[src/hw/rtl/kle_pkg.sv]
// Shared constants of the keyframe track interpolation engine.
// Used by the channel interfaces, the top level and the checker.
`timescale 1ns / 1ps
`default_nettype none
package kle_pkg;
	localparam int TIME_W = 32;
	localparam int VAL_W  = 32;
	localparam int KEY_W  = TIME_W + 3 * VAL_W;

	localparam logic [1:0] MODE_INSERT = 2'd0;
	localparam logic [1:0] MODE_SAMPLE = 2'd1;
	localparam logic [1:0] MODE_CLEAR  = 2'd2;

	localparam logic [2:0] ST_OK          = 3'd0;
	localparam logic [2:0] ST_BAD_TRACK   = 3'd1;
	localparam logic [2:0] ST_FULL        = 3'd2;
	localparam logic [2:0] ST_NO_KEYS     = 3'd3;
	localparam logic [2:0] ST_EQUAL_TIMES = 3'd4;
endpackage
`default_nettype wire

[src/hw/rtl/kle_lerp.sv]
// One interpolation lane: a + trunc(|b - a| * num / den) with the sign of b - a.
// A multiply state, then a 32-step restoring divider; depends on kle_pkg.
`timescale 1ns / 1ps
`default_nettype none
module kle_lerp (
	input  wire logic                             clk,
	input  wire logic                             arst_n,
	input  wire logic                             start,
	input  wire logic [kle_pkg::VAL_W-1:0]        a,
	input  wire logic [kle_pkg::VAL_W-1:0]        b,
	input  wire logic [kle_pkg::TIME_W-1:0]       num,
	input  wire logic [kle_pkg::TIME_W-1:0]       den,
	output logic                                  done,
	output logic signed [kle_pkg::VAL_W-1:0]      res
);
	typedef enum logic [1:0] {L_IDLE, L_MUL, L_DIV, L_FIN} lstate_t;

	lstate_t     state_q;
	logic [31:0] a_q, mag_q, num_q, den_q, rem_q, low_q, quo_q;
	logic        neg_q, done_q;
	logic [4:0]  it_q;
	logic signed [31:0] res_q;

	logic [32:0] diff, diff_n, trial;
	logic [63:0] prod;
	logic [33:0] sum;

	always_comb begin
		diff   = {b[31], b} - {a[31], a};
		diff_n = ~diff + 33'd1;
		prod   = mag_q * num_q;
		trial  = {rem_q, low_q[31]};
		sum    = neg_q ? ({{2{a_q[31]}}, a_q} - {2'b00, quo_q})
			: ({{2{a_q[31]}}, a_q} + {2'b00, quo_q});
	end

	always_ff @(posedge clk or negedge arst_n) begin
		if (!arst_n) begin
			state_q <= L_IDLE;
			done_q  <= 1'b0;
			it_q    <= '0;
		end else begin
			done_q <= 1'b0;
			unique case (state_q)
				L_IDLE: begin
					if (start) begin
						a_q     <= a;
						neg_q   <= diff[32];
						mag_q   <= diff[32] ? diff_n[31:0] : diff[31:0];
						num_q   <= num;
						den_q   <= den;
						state_q <= L_MUL;
					end
				end
				L_MUL: begin
					rem_q   <= prod[63:32];
					low_q   <= prod[31:0];
					quo_q   <= '0;
					it_q    <= '0;
					state_q <= L_DIV;
				end
				L_DIV: begin
					if (trial >= {1'b0, den_q}) begin
						rem_q <= 32'(trial - {1'b0, den_q});
						quo_q <= {quo_q[30:0], 1'b1};
					end else begin
						rem_q <= trial[31:0];
						quo_q <= {quo_q[30:0], 1'b0};
					end
					low_q <= {low_q[30:0], 1'b0};
					it_q  <= it_q + 5'd1;
					if (it_q == 5'd31) begin
						state_q <= L_FIN;
					end
				end
				L_FIN: begin
					if (sum[33:31] == 3'b000 || sum[33:31] == 3'b111) begin
						res_q <= sum[31:0];
					end else if (sum[33]) begin
						res_q <= 32'h8000_0000;
					end else begin
						res_q <= 32'h7FFF_FFFF;
					end
					done_q  <= 1'b1;
					state_q <= L_IDLE;
				end
				default: state_q <= L_IDLE;
			endcase
		end
	end

	assign done = done_q;
	assign res  = res_q;
endmodule
`default_nettype wire

[config.mk]
export PLATFORM = sky130hd
export DESIGN_NAME = kle_lerp
export DESIGN_NICKNAME = d
export VERILOG_FILES = /design/src/hw/rtl/kle_pkg.sv /design/src/hw/rtl/kle_lerp.sv
export SDC_FILE = /design/constraint.sdc
export NUM_CORES = 2
export LEC_CHECK = 0
export BUFFER_PORTS_ARGS = -buffer_cell sky130_fd_sc_hd__buf_2
export CORE_ASPECT_RATIO = 0.7
export CORE_MARGIN = 2
export CORE_UTILIZATION = 45
export DETAILED_ROUTE_END_ITERATION = 16
export PLACE_DENSITY = 0.68
export SLEW_MARGIN = 40
export SYNTH_ARGS = -nofsm -noshare
export SYNTH_HDL_FRONTEND = slang
export SYNTH_SLANG_ARGS = --single-unit
[constraint.sdc]
create_clock -name clk -period 9.99 [get_ports clk]
set_clock_uncertainty 0.2 [all_clocks]
set_input_delay 0.4995 -clock clk [delete_from_list [all_inputs] [get_ports clk]]
set_output_delay 0.4995 -clock clk [all_outputs]
set_load 0.005 [all_outputs]
==> impl_metrics.yaml <==
sta:
  setup_ws_ps: 948
  rsz0062_at_grt: "no"
  min_period_ps: 9040
  worstMarginPinSlew_ps: 935
  min_period_over_period_pct: 90.5
  hold_ws_ps: 62.1
  hold_violations: 0
  maxSlewViolCount: 0
  tns_ps: 0
  slew_headroom_pct: 37.7
  setup_viol: 0
  fmax_ghz: 0.111
placement:
  place_area_um2: 52100
  port_buffers: 163
  dp_hpwl_mm: 119
  place_ws_ps: 930
  gp_congestion: 0.976
worst_setup_path:
  cp_max_fo: 20
  cp-end-kind: "flop"
  cp_data_required_time_ps: 10140
  cp-startpoint: "num_q[9]$_DFFE_PP_"
  startpoint_type: "flop"
  critPathKind: "reg2reg"
  timing.rr.start: "num_q[9]$_DFFE_PP_"
  r2r_cells: 23
  cp.arrival_ps: 9190
detailed_routing:
  drt_iter0_drc: 3263
  met3_length_mm: 19.2
  vias: 36900
  wl_met1_mm: 66.5
  dr_wl_met2_mm: 57.9
  drtAntennaViolNets: 0
  wl_per_cell_um: 21.5
  viasPerCell: 5.38
  drt_pre_antenna_iters: 6
  routed_wl_mm: 148
  top_layer: "met4"
  drc_errors: 0
logic_synthesis:
  avgSynthCellArea_um2: 9.49
  yosysMostFrequentCell: "inv_1"
  ys_async_sr_fraction_pct: 3.02
  yosysSeqAreaShare_pct: 16.0
  synth_common_cells: "inv_1 (959), fa_1 (899), and2_1 (631)"
  yosys_warnings: 0
  yosysTopAreaCell: "fa_1"
  synthTopCellsByArea: "fa_1 (36%), edfxtp_1 (16%), ha_1 (9.3%), and2_1 (8.0%), inv_1 (7.3%)"
  synth_edf_count: 257
  synthFlopType: "edfxtp_1"
  synth-seq-cells: 265
  synth_cells: 5211
  synth.top_cell.area_share_pct: 36.4
  synth_nets: 6609
  mappedNetlistArea_um2: 49400
  yosysUniqueCellTypes: 94
clocking:
  post_cts_resized: 0
  clk_pin_slew_ps: 70
  cts_sinks: 265
  clk_latency_ps: 620
  htree_levels: 2
  cts_buffers: 37
  clockBufferDepth: 3
  root_buffer: "clkbuf_16"
  cts_tree: "yes"
global_route:
  grt_pass1_wl_mm: 228
  grt_overflow: 0
  grt_util_all_layers_pct: 26.9
  grt_max_degree: 91
  first_global_vias: 37800
  antenna_found_initial: 4
die:
  num_io_pins: 164
  coreArea_um2: 109000
  die_h_um: 281
  die_x_um: 400
  die_area_um2: 113000
  row_count: 101
  start_util_pct: 45.5
job:
  cap_violations: 0
cells_and_area:
  area_growth_pct: 9.98
  multi_input_area_um2: 36900
  nets: 6781
  final_area_um2: 54400
  final_layout_size_suffix_gt1_share_pct: 7.60
  area.sequential_um2: 7920
  nFillCells: 9941
min_path:
  hold_depth: 1
  hold_path.class: "in2reg"
  min_from: "num[2]"
status:
  outcome: "completed"
-- sequential cells by signal, summed over array words and instances (netlist names) --
register  cells
done          1
num_q        32
quo_q        32
low_q        32
it_q          5
rem_q        32
den_q        32
mag_q        32
neg_q         1
a_q          32
state_q       2
res          32
-- layout make-up --
class                      count  area share, %
antenna                        2        0.00921
clock buffer                  45           1.80
clock inverter                21          0.428
inverter                     959           6.62
multi-input combinational   3730           68.0
sequential                   265           14.6
tap                         1442           3.32
timing repair buffer         390           5.30
-- kinds of logic (layout without fill, tap and decap cells) --
family | count (synthesis) | count (layout) | synth area share [%]
buffers and inverters | 1216 | 1415 | 9.31
multiplexers | 16 | 16 | 0.352
adder cells (fa/ha/maj) | 1267 | 1267 | 45.7
AND/OR/NAND/NOR | 1585 | 1585 | 16.4
other | 0 | 2 | 0
AO/OA/AOI/OAI | 667 | 667 | 8.72
flip-flops | 265 | 265 | 16.0
XOR/XNOR | 195 | 195 | 3.49
-- path summary, 6_finish.rpt --
| kind | slack [ps] | end |
|---|---|---|
| min reg2reg | 320 | it_q[0]$_DFFE_PN0N_ |
| min in group asynchronous | 90 | it_q[2]$_DFFE_PN0N_ |
| max in group asynchronous | 9290 | it_q[1]$_DFFE_PN0N_ |
| max reg2reg | 950 | rem_q[22]$_DFFE_PP_ |
| min | 60 | num_q[2]$_DFFE_PP_ |
| max | 950 | rem_q[22]$_DFFE_PP_ |
-- through the flow --
step | util, % | instances
after CTS | 50.0 | 6848
after floorplan | - | 5211
after detailed placement | 48.0 | 6686
after global routing | 50.0 | 6852
after global placement | 47.8 | 6670
final | 50.0 | 6854
-- timing repair --
action                                 4_1_cts  5_1_grt
endpoints found under the hold margin      103        0
hold buffers                                96        0
buffers inserted                             0        0
-- routing by layer --
layer  vias to the layer above  track usage [%]
li1                      16600                -
met1                     18500             39.1
met2                      1617             36.6
met3                       159             11.0
met4                         0             6.79
met5                         -                0
-- worst max-delay path, stage by stage (launching register included) --
cell and delay [ps]:
edfxtp_1 760, buf_4 380, and2_1 190, fa_1 460, fa_1 630, inv_1 80, fa_1 450, fa_1 540
inv_1 60, fa_1 570, fa_1 440, fa_1 510, fa_1 410, ha_1 400, a21o_1 210, a2111oi_1 710
o31ai_1 220, o31ai_1 350, buf_4 200, o31ai_1 90, a21oi_1 340, o21ai_0 150, xor2_1 160, mux2_2 260
-- cells in the final DEF (no fill, tap or decap), types with 38 or more instances in the layout --
master,netlist,layout
a21o_1,106,106
buf_2,7,163
o21ai_0,165,165
nand3_1,38,38
and2_1,631,630
xnor2_1,128,128
fa_1,899,899
edfxtp_1,257,257
a21oi_1,191,191
ha_1,368,367
nand2_1,627,627
buf_4,3,109
xor2_1,65,65
nor2_1,107,107
dlygate4sd3_1,0,96
clkbuf_16,0,38
inv_1,959,959
Power is not shown: default switching activity piles up to over one toggle a cycle in this logic, so the estimate is an artifact.
